==> src/sv/itf_pkg.sv <==
// Types, constants and helper functions of the integer to text formatter.
package itf_pkg;

	localparam int VALUE_W  = 32;
	localparam int RADIX_W  = 6;
	localparam int FIELD_W  = 6;
	localparam int DIV_STEP = 4;
	localparam int POS_W    = 7;

	localparam logic [RADIX_W-1:0] RADIX_MIN = 6'd2;
	localparam logic [RADIX_W-1:0] RADIX_MAX = 6'd36;
	localparam logic [RADIX_W-1:0] RADIX_OCT = 6'd8;
	localparam logic [RADIX_W-1:0] RADIX_HEX = 6'd16;

	localparam logic [7:0] CH_SPACE = 8'h20;
	localparam logic [7:0] CH_PLUS  = 8'h2B;
	localparam logic [7:0] CH_MINUS = 8'h2D;
	localparam logic [7:0] CH_ZERO  = 8'h30;
	localparam logic [7:0] CH_A_UP  = 8'h41;
	localparam logic [7:0] CH_A_LO  = 8'h61;
	localparam logic [7:0] CH_X_UP  = 8'h58;
	localparam logic [7:0] CH_X_LO  = 8'h78;

	typedef struct packed {
		logic [VALUE_W-1:0] value;
		logic               signed_mode;
		logic [RADIX_W-1:0] radix;
		logic [FIELD_W-1:0] min_width;
		logic [FIELD_W-1:0] min_digits;
		logic               left_justify;
		logic               zero_pad;
		logic               force_plus;
		logic               space_sign;
		logic               alt_prefix;
		logic               lower_case;
	} itf_in_t;

	typedef struct packed {
		logic [7:0] character;
		logic       last;
	} itf_out_t;

	typedef struct packed {
		logic load;
		logic div_step;
		logic store;
		logic calc;
		logic emit;
	} itf_cmd_t;

	typedef struct packed {
		logic div_last;
		logic conv_done;
		logic emit_last;
	} itf_sts_t;

	// Map a digit value to its ASCII character; values wrap modulo 36.
	function automatic logic [7:0] digit_char(input logic [RADIX_W-1:0] d, input logic lower);
		logic [RADIX_W-1:0] dm;
		dm = (d >= RADIX_MAX) ? d - RADIX_MAX : d;
		if (dm < 6'd10) begin
			return CH_ZERO + {2'b00, dm};
		end else if (lower) begin
			return CH_A_LO + {2'b00, dm - 6'd10};
		end else begin
			return CH_A_UP + {2'b00, dm - 6'd10};
		end
	endfunction

endpackage

==> src/sv/itf_ctrl.sv <==
// Sequencer of the formatter: divide, store digits, lay out, emit.
module itf_ctrl
	import itf_pkg::*;
(
	input  logic     clk,
	input  logic     arst_n,
	input  logic     start,
	input  itf_sts_t sts,
	output itf_cmd_t cmd,
	output logic     busy
);

	localparam logic [2:0] S_IDLE  = 3'd0;
	localparam logic [2:0] S_DIV   = 3'd1;
	localparam logic [2:0] S_STORE = 3'd2;
	localparam logic [2:0] S_CALC  = 3'd3;
	localparam logic [2:0] S_FETCH = 3'd4;
	localparam logic [2:0] S_EMIT  = 3'd5;

	logic [2:0] state_q;
	logic [2:0] state_d;

	always_comb begin
		state_d = state_q;
		cmd     = '0;
		unique case (state_q)
			S_IDLE: begin
				cmd.load = start;
				if (start) state_d = S_DIV;
			end
			S_DIV: begin
				cmd.div_step = 1'b1;
				if (sts.div_last) state_d = S_STORE;
			end
			S_STORE: begin
				cmd.store = 1'b1;
				state_d   = sts.conv_done ? S_CALC : S_DIV;
			end
			S_CALC: begin
				cmd.calc = 1'b1;
				state_d  = S_FETCH;
			end
			S_FETCH: begin
				state_d = S_EMIT;
			end
			S_EMIT: begin
				cmd.emit = 1'b1;
				if (sts.emit_last) state_d = S_IDLE;
			end
			default: begin
				state_d = S_IDLE;
			end
		endcase
	end

	always_ff @(posedge clk or negedge arst_n) begin
		if (!arst_n) begin
			state_q <= S_IDLE;
		end else begin
			state_q <= state_d;
		end
	end

	assign busy = (state_q != S_IDLE);

endmodule

==> src/sv/itf_dp.sv <==
// Datapath of the formatter: digit divider, digit memory, layout and character mux.
module itf_dp
	import itf_pkg::*;
#(
	parameter int DIGIT_DEPTH = 32,
	parameter int MAX_WIDTH   = 63
) (
	input  logic     clk,
	input  logic     arst_n,
	input  itf_in_t  request,
	input  itf_cmd_t cmd,
	output itf_sts_t sts,
	output itf_out_t result,
	output logic     strobe
);

	localparam int AW    = $clog2(DIGIT_DEPTH);
	localparam int DCW   = $clog2(DIGIT_DEPTH + 1);
	localparam int STEPS = VALUE_W / DIV_STEP;
	localparam int SCW   = (STEPS > 1) ? $clog2(STEPS) : 1;

	// format fields held for the item
	logic [7:0]         sign_ch_q;
	logic               has_sign_q;
	logic [1:0]         pfx_len_q;
	logic               lower_q;
	logic               left_q;
	logic               zpad_q;
	logic [FIELD_W-1:0] width_q;
	logic [POS_W-1:0]   prec_q;
	logic [RADIX_W-1:0] radix_q;

	// divider
	logic [VALUE_W-1:0] work_q;
	logic [RADIX_W-1:0] part_q;
	logic [SCW-1:0]     step_q;
	logic [DCW-1:0]     dcnt_q;
	logic [VALUE_W-1:0] work_d;
	logic [RADIX_W-1:0] part_d;

	// layout boundaries
	logic [POS_W-1:0] b_lead_q;
	logic [POS_W-1:0] b_sign_q;
	logic [POS_W-1:0] b_pfx0_q;
	logic [POS_W-1:0] b_pfxx_q;
	logic [POS_W-1:0] b_prec_q;
	logic [POS_W-1:0] b_dig_q;
	logic [POS_W-1:0] tot_q;
	logic [POS_W-1:0] pos_q;
	logic [POS_W-1:0] pos_d;

	logic [RADIX_W-1:0] mem [DIGIT_DEPTH];
	logic [RADIX_W-1:0] rd_q;
	logic [POS_W-1:0]   rd_addr;

	logic [7:0] char_c;
	itf_out_t   result_q;
	logic       strobe_q;

	// request decode
	logic [RADIX_W-1:0] radix_c;
	logic [VALUE_W-1:0] mag_c;
	logic               neg_c;
	logic [POS_W-1:0]   prec_c;

	always_comb begin
		radix_c = request.radix;
		if (request.radix < RADIX_MIN) radix_c = RADIX_MIN;
		if (request.radix > RADIX_MAX) radix_c = RADIX_MAX;
		neg_c  = request.signed_mode & request.value[VALUE_W-1];
		mag_c  = neg_c ? (~request.value + VALUE_W'(1)) : request.value;
		prec_c = ({1'b0, request.min_digits} > POS_W'(DIGIT_DEPTH)) ?
			POS_W'(DIGIT_DEPTH) : {1'b0, request.min_digits};
	end

	always_ff @(posedge clk) begin
		if (cmd.load) begin
			has_sign_q <= neg_c | request.force_plus | request.space_sign;
			if (neg_c) sign_ch_q <= CH_MINUS;
			else if (request.force_plus) sign_ch_q <= CH_PLUS;
			else sign_ch_q <= CH_SPACE;
			if (request.alt_prefix && radix_c == RADIX_HEX) pfx_len_q <= 2'd2;
			else if (request.alt_prefix && radix_c == RADIX_OCT) pfx_len_q <= 2'd1;
			else pfx_len_q <= 2'd0;
			lower_q <= request.lower_case;
			left_q  <= request.left_justify;
			zpad_q  <= request.zero_pad & ~request.left_justify;
			width_q <= request.min_width;
			prec_q  <= prec_c;
			radix_q <= radix_c;
		end
	end

	// Long division by the radix, DIV_STEP quotient bits per cycle while cmd.div_step is high.
	always_comb begin
		logic [RADIX_W:0]   r;
		logic [VALUE_W-1:0] w;
		r = {1'b0, part_q};
		w = work_q;
		for (int i = 0; i < DIV_STEP; i++) begin
			r = {r[RADIX_W-1:0], w[VALUE_W-1]};
			w = {w[VALUE_W-2:0], 1'b0};
			if (r >= {1'b0, radix_q}) begin
				r    = r - {1'b0, radix_q};
				w[0] = 1'b1;
			end
		end
		work_d = w;
		part_d = r[RADIX_W-1:0];
	end

	always_ff @(posedge clk) begin
		if (cmd.load) begin
			work_q <= mag_c;
		end else if (cmd.div_step) begin
			work_q <= work_d;
		end
	end

	always_ff @(posedge clk or negedge arst_n) begin
		if (!arst_n) begin
			part_q <= '0;
			step_q <= '0;
			dcnt_q <= '0;
		end else if (cmd.load) begin
			part_q <= '0;
			step_q <= '0;
			dcnt_q <= '0;
		end else if (cmd.div_step) begin
			part_q <= part_d;
			step_q <= step_q + SCW'(1);
		end else if (cmd.store) begin
			part_q <= '0;
			dcnt_q <= dcnt_q + DCW'(1);
		end
	end

	always_ff @(posedge clk) begin
		if (cmd.store) begin
			mem[dcnt_q[AW-1:0]] <= part_q;
		end
	end

	assign sts.div_last  = (step_q == SCW'(STEPS - 1));
	assign sts.conv_done = (work_q == '0) || (dcnt_q == DCW'(DIGIT_DEPTH - 1));

	// Layout: cumulative segment ends on the output position.
	always_ff @(posedge clk) begin
		logic [POS_W-1:0] digits;
		logic [POS_W-1:0] prec;
		logic [POS_W-1:0] used;
		logic [POS_W-1:0] pad;
		logic [POS_W-1:0] lead;
		logic [POS_W-1:0] zp;
		logic [POS_W-1:0] trail;
		logic [POS_W-1:0] sgn;
		logic [POS_W-1:0] pend;
		digits = POS_W'(dcnt_q);
		prec   = (prec_q > digits) ? prec_q : digits;
		used   = POS_W'(has_sign_q) + POS_W'(pfx_len_q) + prec;
		pad    = ({1'b0, width_q} > used) ? {1'b0, width_q} - used : '0;
		lead   = (!left_q && !zpad_q) ? pad : '0;
		zp     = zpad_q ? pad : '0;
		trail  = left_q ? pad : '0;
		sgn    = lead + POS_W'(has_sign_q);
		pend   = sgn + POS_W'(pfx_len_q) + zp + prec + trail;
		if (cmd.calc) begin
			b_lead_q <= lead;
			b_sign_q <= sgn;
			b_pfx0_q <= sgn + POS_W'(pfx_len_q != 2'd0);
			b_pfxx_q <= sgn + POS_W'(pfx_len_q);
			b_prec_q <= sgn + POS_W'(pfx_len_q) + zp + (prec - digits);
			b_dig_q  <= sgn + POS_W'(pfx_len_q) + zp + prec;
			tot_q    <= (pend > POS_W'(MAX_WIDTH)) ? POS_W'(MAX_WIDTH) : pend;
		end
	end

	assign pos_d = cmd.emit ? pos_q + POS_W'(1) : pos_q;

	always_ff @(posedge clk or negedge arst_n) begin
		if (!arst_n) begin
			pos_q <= '0;
		end else if (cmd.calc) begin
			pos_q <= '0;
		end else begin
			pos_q <= pos_d;
		end
	end

	// Prefetch the digit for the next position; digits come out top first.
	assign rd_addr = b_dig_q - POS_W'(1) - pos_d;

	always_ff @(posedge clk) begin
		rd_q <= mem[rd_addr[AW-1:0]];
	end

	always_comb begin
		priority if (pos_q < b_lead_q) char_c = CH_SPACE;
		else if (pos_q < b_sign_q) char_c = sign_ch_q;
		else if (pos_q < b_pfx0_q) char_c = CH_ZERO;
		else if (pos_q < b_pfxx_q) char_c = lower_q ? CH_X_LO : CH_X_UP;
		else if (pos_q < b_prec_q) char_c = CH_ZERO;
		else if (pos_q < b_dig_q) char_c = digit_char(rd_q, lower_q);
		else char_c = CH_SPACE;
	end

	assign sts.emit_last = (pos_q == tot_q - POS_W'(1));

	always_ff @(posedge clk) begin
		if (cmd.emit) begin
			result_q.character <= char_c;
			result_q.last      <= sts.emit_last;
		end
	end

	always_ff @(posedge clk or negedge arst_n) begin
		if (!arst_n) begin
			strobe_q <= 1'b0;
		end else begin
			strobe_q <= cmd.emit;
		end
	end

	assign result = result_q;
	assign strobe = strobe_q;

endmodule

==> src/sv/integer_to_text_formatter_core.sv <==
// Top level of the printf-style integer to text formatter.
// Usage:
//   Drive request with a number and its format, raise start. The request
//   beat is taken at the rising edge where start is high and busy is low;
//   busy then stays high until the last character has been generated.
//   Characters leave one per beat on result, each valid for exactly one
//   cycle while strobe is high; result.last marks the final one.
// Sequence of an item:
//   the digits are generated one at a time by the shared divider, which
//   retires four quotient bits a cycle and stores each digit after its last
//   step; then the text is laid out and the top digit prefetched.
//   The characters follow back to back, one per cycle, until the last one.
// Reset: arst_n clears the sequencer, counters and strobe; no item is in
//   flight afterwards. The digit memory needs no clearing.
// The receiver cannot stall: every strobed beat is taken as it is shown.
module integer_to_text_formatter_core
	import itf_pkg::*;
#(
	parameter int DIGIT_DEPTH = 32,
	parameter int MAX_WIDTH   = 63
) (
	input  logic     clk,
	input  logic     arst_n,
	input  logic     start,
	output logic     busy,
	input  itf_in_t  request,
	output itf_out_t result,
	output logic     strobe
);

	itf_cmd_t cmd;
	itf_sts_t sts;

	// Sequencer: hold the step, advance on status from the datapath.
	itf_ctrl u_ctrl (
		.clk    (clk),
		.arst_n (arst_n),
		.start  (start),
		.sts    (sts),
		.cmd    (cmd),
		.busy   (busy)
	);

	// Datapath: divider, digit memory, layout and registered output beat.
	itf_dp #(
		.DIGIT_DEPTH (DIGIT_DEPTH),
		.MAX_WIDTH   (MAX_WIDTH)
	) u_dp (
		.clk     (clk),
		.arst_n  (arst_n),
		.request (request),
		.cmd     (cmd),
		.sts     (sts),
		.result  (result),
		.strobe  (strobe)
	);

endmodule

==> config.mk <==
export PLATFORM = sky130hd
export DESIGN_NAME = integer_to_text_formatter_core
export DESIGN_NICKNAME = d
export VERILOG_FILES = /design/src/sv/itf_pkg.sv /design/src/sv/itf_ctrl.sv /design/src/sv/itf_dp.sv /design/src/sv/integer_to_text_formatter_core.sv
export SDC_FILE = /design/constraint.sdc
export NUM_CORES = 1
export LEC_CHECK = 0
export BUFFER_PORTS_ARGS = -buffer_cell sky130_fd_sc_hd__buf_2
export CAP_MARGIN = 20
export CORE_MARGIN = 1.5
export CORE_UTILIZATION = 39
export CTS_CLUSTER_DIAMETER = 30
export DETAILED_ROUTE_END_ITERATION = 16
export SYNTH_ARGS = -nofsm -noshare
export SYNTH_HDL_FRONTEND = slang
export SYNTH_SLANG_ARGS = --single-unit
==> constraint.sdc <==
create_clock -name clk -period 10.25 [get_ports clk]
set_input_delay 1.5375 -clock clk [delete_from_list [all_inputs] [get_ports clk]]
set_output_delay 1.5375 -clock clk [all_outputs]
set_load 0.01 [all_outputs]
* After elaboration in Yosys (flattened, before gate mapping) *
Memories as Yosys holds them, arrays and structs flattened. A register that Yosys moved wholly into a read port is not among the register bits.
Cells that the tools add are included.

cells by class
  multiplexer cells = 51
  equality and inequality tests = 14
  add/sub/neg operators = 27
  $lt $le $gt $ge = 18
  reductions and logical operators = 15
  bitwise gates (word level) = 6

operators with widths
  operator               count
  $mux 32                3
  $mux 6                 14
  $mux 8                 7
  $mux 7                 7
  $lt 7x7->1             6
  $add 7x7->7            5
  $add 32x1->32 const B  1
  $logic_not 32->1       1
  $not 32->32            1
  $ge 7x6->1             4
  $sub 6x6->6            4
  $pmux 3 s6             1
  $add 7x6->8 const A    2
  $mux 3                 5
  $add 7x1->7            2
  $eq 6x5->1 const B     2
  $gt 6x6->1 const B     2
  $mux 1                 12
  $eq 3x3->1 const B     3
  $add 6x6->7 const A    1
  $add 7x1->7 const B    1
  $add 7x2->7            1
  $eq 7x7->1             1
  $gt 6x7->1             1
  other kinds (33)       44

storage, ports and cells
  memories = 1
  output and inout port bits = 11
  word-level logic and storage cells = 158
  input port bits = 60
  register bits after elaboration = 149
  RAM bits = 192

memories
  memory    depth  bits a word  rd ports  clocked after memory_dff  write ports  RTL line      text
  u_dp.mem  32     6            1         1                         1            itf_dp.sv:52  logic [RADIX_W-1:0] mem [DIGIT_DEPTH];

* Logic depth before layout (Yosys ltp) *
Gate-level depths: netlist of the first run.

  depth in word-level cells = 12
  gate-level depth with buffers = 42

* Modules after synthesis *
From an unflattened synthesis of the first run, not the netlist that was laid out.

unflattened totals
  cells, all modules = 1614
  area, all modules = 19568.8 um^2

modules (own cells, without submodules)
  module    area an instance (um^2)  cells an instance  sequential area each (um^2)  times used
  itf_dp    19376.1                  1593               9974.6                       1
  itf_ctrl  192.7                    21                 75.1                         1

* Least setup slack after synthesis of the first run *
No wires, ideal clock.

  path kind = flip-flop to flip-flop
  start = register u_dp.dcnt_q[2]
  end = register u_dp.tot_q[2], data pin
  cell stages (with the launch flop) = 40
  setup time = 0.148 ns
  period minus slack after synthesis = 8.517 ns
  buffers on the path = 2
  setup slack = 1.733 ns
  arrival = 8.369 ns
  cell sequence = dfrtp_1 clkbuf_1 inv_1 ha_1 a21oi_1 o21a_1 o21ai_1 o21ai_1 mux2_2 ha_1 a21o_1 a21oi_1 xnor2_1 ha_1 o21ai_0 a21oi_1 o31a_1 nor2_1 [4 not listed] ha_1 fa_1 inv_1 fa_1 inv_1 ha_1 a21o_1 a21oi_1 xnor2_1 ha_1 inv_1 nor2_1 nor2_1 o21bai_1 a21oi_1 xor2_1 nor2_1 mux2i_1

on the way
  cells in the longest elaborated chain, start to end = 12

ends and longest elaborated chain
  what                                       RTL line       text
  start, declared                            itf_dp.sv:37   logic [DCW-1:0] dcnt_q;
  start signal, assigned                     itf_dp.sv:134  dcnt_q <= dcnt_q + DCW'(1);
  $gt 7x6->1                                 itf_dp.sv:159  prec = (prec_q > digits) ? prec_q : digits;
  $mux 7 (*)                                 itf_dp.sv:159
  $add 7x7->7                                itf_dp.sv:160  used = POS_W'(has_sign_q) + POS_W'(pfx_len_q) + prec;
  $sub 6x7->7 or $gt 6x7->1 (tied branches)  itf_dp.sv:161  pad = ({1'b0, width_q} > used) ? {1'b0, width_q} - used : '0;
  $mux 7                                     itf_dp.sv:161
  $mux 7                                     itf_dp.sv:162  lead = (!left_q && !zpad_q) ? pad : '0;
  $add 7x1->7                                itf_dp.sv:165  sgn = lead + POS_W'(has_sign_q);
  $add 7x2->7                                itf_dp.sv:166  pend = sgn + POS_W'(pfx_len_q) + zp + prec + trail;
  $add 7x7->7 (2 in a row)                   itf_dp.sv:166
  $add 7x7->7 (*)                            itf_dp.sv:166
  $gt 7x6->1                                 itf_dp.sv:174  tot_q <= (pend > POS_W'(MAX_WIDTH)) ? POS_W'(MAX_WIDTH) : pend;
  end signal, assigned                       itf_dp.sv:174
  end, declared                              itf_dp.sv:48   logic [POS_W-1:0] tot_q;

Every way passes the cells marked *; elsewhere a longest branch is shown, timed or not.
A chain may end at the register's enable or synchronous reset.

* Final worst setup path of the first run *
  start = register u_dp.dcnt_q[4]
  end = register u_dp.tot_q[4], data pin

The elaborated chain is that of the path after synthesis.

==> results of run 1 <==
-- critical path: cells and delay by family, from the launching register on --
kind | cells | cell delay (ps)
buffers and inverters | 6 | 620
and+or+nand+nor | 7 | 1400
xor gates and xnor gates | 3 | 750
DFF | 1 | 530
AOI/OAI and AO/OA | 11 | 1970
muxes | 2 | 570
adders and majority gates | 9 | 3320
-- cell usage after synthesis (28+ instances only) --
cell / number
mux4_2: 48
inv_1: 121
o21ai_0: 73
ha_1: 130
nor2_1: 129
a21oi_1: 70
xor2_1: 32
edfxtp_1: 309
a21o_1: 41
nand2_1: 103
clkbuf_1: 28
xnor2_1: 76
mux2i_1: 31
-- per-stage QoR --
stage / utilization / setup WS, ps / hold WS (ps)
after global routing: 0.468 / 116 / 549
after global placement: 0.419 / 1100 / 489
final: 0.468 / 946 / 502
after CTS: 0.468 / 788 / 502
after detailed placement: 0.419 / 867 / 493
after floorplan: - / 1730 / 467
-- cells in the final DEF, fill, tap and decap left out, types with 22 or more instances in the layout --
cell	instances
xor2_1	31
dfrtp_1	26
nor2_1	128
mux2_2	27
o21ai_0	73
mux2i_1	31
clkbuf_16	72
nand2_1	103
inv_1	120
nand3_1	22
a21oi_1	70
xnor2_1	75
buf_2	70
mux4_2	48
edfxtp_1	309
ha_1	129
a21o_1	41
-- registers in the layout (all words and copies together), names as in the netlist, 7 cells and up --
signal / flops
u_dp.mem: 192
u_dp.result: 9
u_dp.b_prec_q: 7
u_dp.b_pfxx_q: 7
u_dp.tot_q: 7
u_dp.work_q: 32
u_dp.b_sign_q: 7
u_dp.pos_q: 7
u_dp.b_lead_q: 7
u_dp.b_pfx0_q: 7
u_dp.b_dig_q: 7
-- repair_timing --
item                                    in CTS  in global routing
resized for setup                            0                  1
buffers inserted                             0                  0
endpoints found under the hold margin        0                  0
endpoints found under the setup margin       0                  6
-- path summary, 6_finish.rpt --
check	to	from	slack [ps]
min in group asynchronous	u_dp.part_q[0]	arst_n	990
max reg2reg	u_dp.tot_q[4]	u_dp.dcnt_q[4]	950
max	u_dp.tot_q[4]	u_dp.dcnt_q[4]	950
min	u_dp.step_q[0]	u_dp.step_q[0]	500
min reg2reg	u_dp.step_q[0]	u_dp.step_q[0]	500
max in group asynchronous	u_dp.dcnt_q[4]	arst_n	8810
-- layout make-up --
| type | instances | area share |
|---|---|---|
| clock buffer | 84 | 0.0826 |
| clock inverter | 48 | 0.0224 |
| inverter | 124 | 0.0209 |
| multi-input combinational | 1011 | 0.369 |
| sequential | 341 | 0.449 |
| tap | 615 | 0.0344 |
| timing repair buffer | 86 | 0.0210 |
-- per-layer routing --
metal	up-vias	wire length, um
li1	5842	-
met1	5819	19000
met2	308	19200
met3	71	2290
met4	2	1140
met5	-	15
-- logic make-up after synthesis --
family	Yosys count	synth area share
xor+xnor	111	0.0537
simple gates	376	0.0941
other cells	1	0.000199
compound gates	269	0.0919
mux	107	0.0909
buf+inv	161	0.0329
flops	341	0.532
fa+ha+maj	147	0.104
==> run metrics, run 1 <==
outcome=complete, no violations; share of layout cells above drive strength 1=0.179; Worst Hold Depth=1; DR vias=12000; area leader, netlist=edfxtp_1; first-pass GRT wire length=66400 um; dpl cells=2177; Core Area=0.0477 mm2; Final Instance Area=0.0224 mm2; max-cap violations=0; Tmin final=9300 ps; ys async rst share=0.0762; initial antenna violation count=1; first-pass detailed-route iteration total=4; Clock Skew=25.1 ps; final setup fails=0; total clock sinks=341; WL per Instance=18.1 um; final hold violations=0; Crit. End Element=flip-flop; largest net degree at the start of global routing=63; # diodes=0; register area share after synthesis=0.532; Sequential Area=0.0100 mm2; CTS clk-pin slew, worst paths=40 ps; Initial Util=0.396; register bit total from synthesis=341; Non-Filler Instances=2309; Hold WC Path Type=flip-flop to flip-flop; maximum clock frequency=107 MHz; Port Buffer Count=70; Worst-Skew Late Latency=590 ps; gp weighted congestion=0.839; crit path kind=flip-flop to flip-flop; Netlist Area Pre-Place=0.0189 mm2; M3 GR Usage=0.0336; Max transition margin=0.347; Yosys top cell area share=0.491; die area=0.0498 mm2; post-route ant nets=0; syn avg cell area=12.5 um2; fin crit share=0.908; number of fill cells in the layout=4151; Layout Nets=1843; all-layer global routing usage=0.172; # rows=80; final setup TNS=0 ps; Post-synth EDFFs=309; Clock Path Buffers=3; CTS tree=yes; Slew Limit Fails=0; cells after synthesis=1513; die height=223 um; ranking of synthesized cells by area=edfxtp_1 49%, ha_1 8.6%, mux4_2 5.7%, xnor2_1 3.5%, dfrtp_1 3.4%; Remaining DRCs=0; GR Util met1=0.229; Crit Path Max Fanout=10; gr busiest metal=met2; first-iteration detailed-routing DRC count=623; vias in the first global route=12300; H-tree levels=3; Syn-to-layout area delta=18.4%; clk root buf=clkbuf_16; drt via density=5.22; top_reg_cell synth=edfxtp_1; Global Route met2 Usage=0.274; RSZ-0062 raised after global routing=false; slowest cell delay on critical path=720 ps; GRT overflow=0; CP max stage cell=or4b_1; DIE WIDTH=223 um; worst-case reg-to-reg path depth=38; Net Count, Synth=1720; Area after DPL=0.0200 mm2; area taken by multi-input logic gates=0.00826 mm2; worst path required time=10680 ps; Post-CTS Hold Fix Bufs=0; CTS Buf Count=72; synth warn=0; Worst Path Arrival=9730 ps; dpl hpwl=29600 um; Routed Wire Length=41700 um; Startpoint Class=flip-flop; Cell variety after synth=82; Slew @ Worst Pin=980 ps; I/O pin count=71
Power of run 1 is left out: the tool's default activity adds up to more than one toggle a clock period on the data nets, which glitch-free logic cannot reach.
==> inputs of run 2 (changes only) <==
--- a/config.mk
+++ b/config.mk
@@ -5,6 +5,7 @@
 export SDC_FILE = /design/constraint.sdc
 export NUM_CORES = 1
 export LEC_CHECK = 0
+export ABC_AREA = 1
 export BUFFER_PORTS_ARGS = -buffer_cell sky130_fd_sc_hd__buf_2
 export CAP_MARGIN = 20
 export CORE_MARGIN = 1.5
==> run 2 against run 1 <==
Against the previous run: sequential share of layout area is 1.5 points lower; register-to-register slack got worse by 130 ps; non-clock buffer count rose by 2; first-iteration DRC count is 29% higher; largest cell class unchanged.
==> run metrics, run 2 <==
Clock Path Buffers=3; Crit. End Element=flip-flop; Syn-to-layout area delta=19.7%; syn avg cell area=10.2 um2; top-count cell post-synth=edfxtp_1; DIE WIDTH=226 um; final setup TNS=0 ps; Slew Limit Fails=0; dpl ws=792 ps; CTS tree=yes; most frequent cells in the layout=309 x edfxtp_1, 291 x nor2_1, 220 x inv_1, 218 x nand2_1, 146 x o21ai_0; final setup fails=0; CP max stage cell=fa_1; GRT overflow=0; Startpoint Class=flip-flop; total clock sinks=341; first-pass GRT wire length=72600 um; Port Buffer Count=70; utilization after layout=0.473; # diodes=0; Core Area=0.0490 mm2; Crit Path Max Fanout=11; share of layout cells above drive strength 1=0.152; Routed Wire Length=45200 um; all-layer global routing usage=0.183; dpl hpwl=31100 um; most common cell after layout, fill and taps aside=edfxtp_1; synth warn=0; fin crit share=0.920; Hold WC Path Type=flip-flop to flip-flop; max-cap violations=0; Worst-Skew Late Latency=590 ps; Clock Skew=19.6 ps; vias in the first global route=13800; # rows=81; DR vias=13700; CTS clk-pin slew, worst paths=50 ps; Yosys top cell area share=0.480; Max transition margin=0.296; register area share after synthesis=0.520; top_reg_cell synth=edfxtp_1; GR Util met1=0.242; max reg flops=192; crit path kind=flip-flop to flip-flop; Net Count, Synth=2107; Tmin final=9430 ps; area leader, netlist=edfxtp_1; ranking of synthesized cells by area=edfxtp_1 48%, ha_1 8.4%, nor2_1 5.7%, inv_1 4.3%, nand2_1 4.2%; I/O pin count=71; register bit total from synthesis=341; WL per Instance=16.5 um; Cell variety after synth=61; post-route ant nets=0; CTS Buf Count=76; Layout Nets=2220; worst path required time=10580 ps; setup ws final=819 ps; Slew @ Worst Pin=1060 ps; first-iteration detailed-routing DRC count=806; Global Route met2 Usage=0.302; maximum clock frequency=106 MHz; H-tree levels=3; Area after DPL=0.0204 mm2; first-pass detailed-route iteration total=5; die area=0.0509 mm2; final hold violations=0; drt via density=4.99; clk root buf=clkbuf_16; outcome=complete, no violations; Final Instance Area=0.0231 mm2; Post-synth EDFFs=309; Worst Path Arrival=9760 ps; ys async rst share=0.0762; Remaining DRCs=0; slowest cell delay on critical path=540 ps; largest net degree at the start of global routing=97; gp weighted congestion=0.835; initial antenna violation count=1; cells after synthesis=1900; die height=226 um; M3 GR Usage=0.0343; RSZ-0062 raised after global routing=false; Netlist Area Pre-Place=0.0193 mm2; Initial Util=0.395; gr busiest metal=met2; top post-synthesis cells by count=309 x edfxtp_1, 293 x nor2_1, 221 x inv_1; post-CTS setup buffers=0
run 2: changes by cell type in the layout (fill, tap and decap cells not counted), sizes merged, moves of 20 or more:
cell,delta
nor2,+170
xor2,+20
xnor2,-36
a21o,-35
nand2,+138
nand3,+43
inv,+104
o32ai,+48
mux4,-48
mux2i,-31
o21ai,+67
run 2: cell type report:
class	instances	area, um2
Inverter	229	863
Clock buffer	88	1970
Clock inverter	51	669
Fill cell	4427	25800
Timing Repair Buffer	88	526
Sequential cell	341	10000
Tap cell	664	831
Multi-Input combinational cell	1277	8240
run 2: worst paths after layout:
check / from / end / slack [ps] / cells past startpoint
worst min-delay path: u_dp.step_q[0] / u_dp.step_q[0] / 510 / 1
worst min register to register: u_dp.step_q[0] / u_dp.step_q[0] / 510 / 1
max in group asynchronous: arst_n / u_dp.strobe / 8780 / 1
worst max-delay path: u_dp.dcnt_q[2] / u_dp.tot_q[3] / 820 / 48
worst max register to register: u_dp.dcnt_q[2] / u_dp.tot_q[3] / 820 / 48
min in group asynchronous: arst_n / u_dp.part_q[3] / 1000 / 1
run 2: per-stage QoR:
stage | cells | hold slack [ps]
2_1_floorplan | 1900 | 469
3_3_place_gp | 2597 | 487
3_5_place_dp | 2597 | 504
4_1_cts | 2736 | 510
5_1_grt | 2738 | 530
6_report | 2738 | 509
run 2: cell families after synthesis:
family                   share of synthesized area
AO/OA/AOI/OAI                               0.0984
XOR/XNOR                                    0.0426
adder cells (fa/ha/maj)                      0.102
buffers and inverters                       0.0556
flip-flops                                   0.520
multiplexers                                0.0186
other                                     0.000194
AND/OR/NAND/NOR                              0.163
run 2: metal layers:
layer  part of all wire  wire length (um)
met2               0.47             21100
met3              0.048              2170
met5                  0                 0
met4              0.020               905
met1               0.46             21000
run 2: critical path, delay by kind of cell, from the launching register on:
kind / cells / cell delay (ps)
AOI/OAI and AO/OA: 7 / 1400
xor gates and xnor gates: 4 / 840
adders and majority gates: 10 / 3430
buffers and inverters: 6 / 620
DFF: 1 / 490
and+or+nand+nor: 21 / 2400
run 2: repair_timing:
action | CTS | global route
setup endpoints to repair | 0 | 6
hold buffers | 0 | 0
hold endpoints to repair | 0 | 0
gates resized for setup | 0 | 3
Power of run 2 is left out for the same reason.
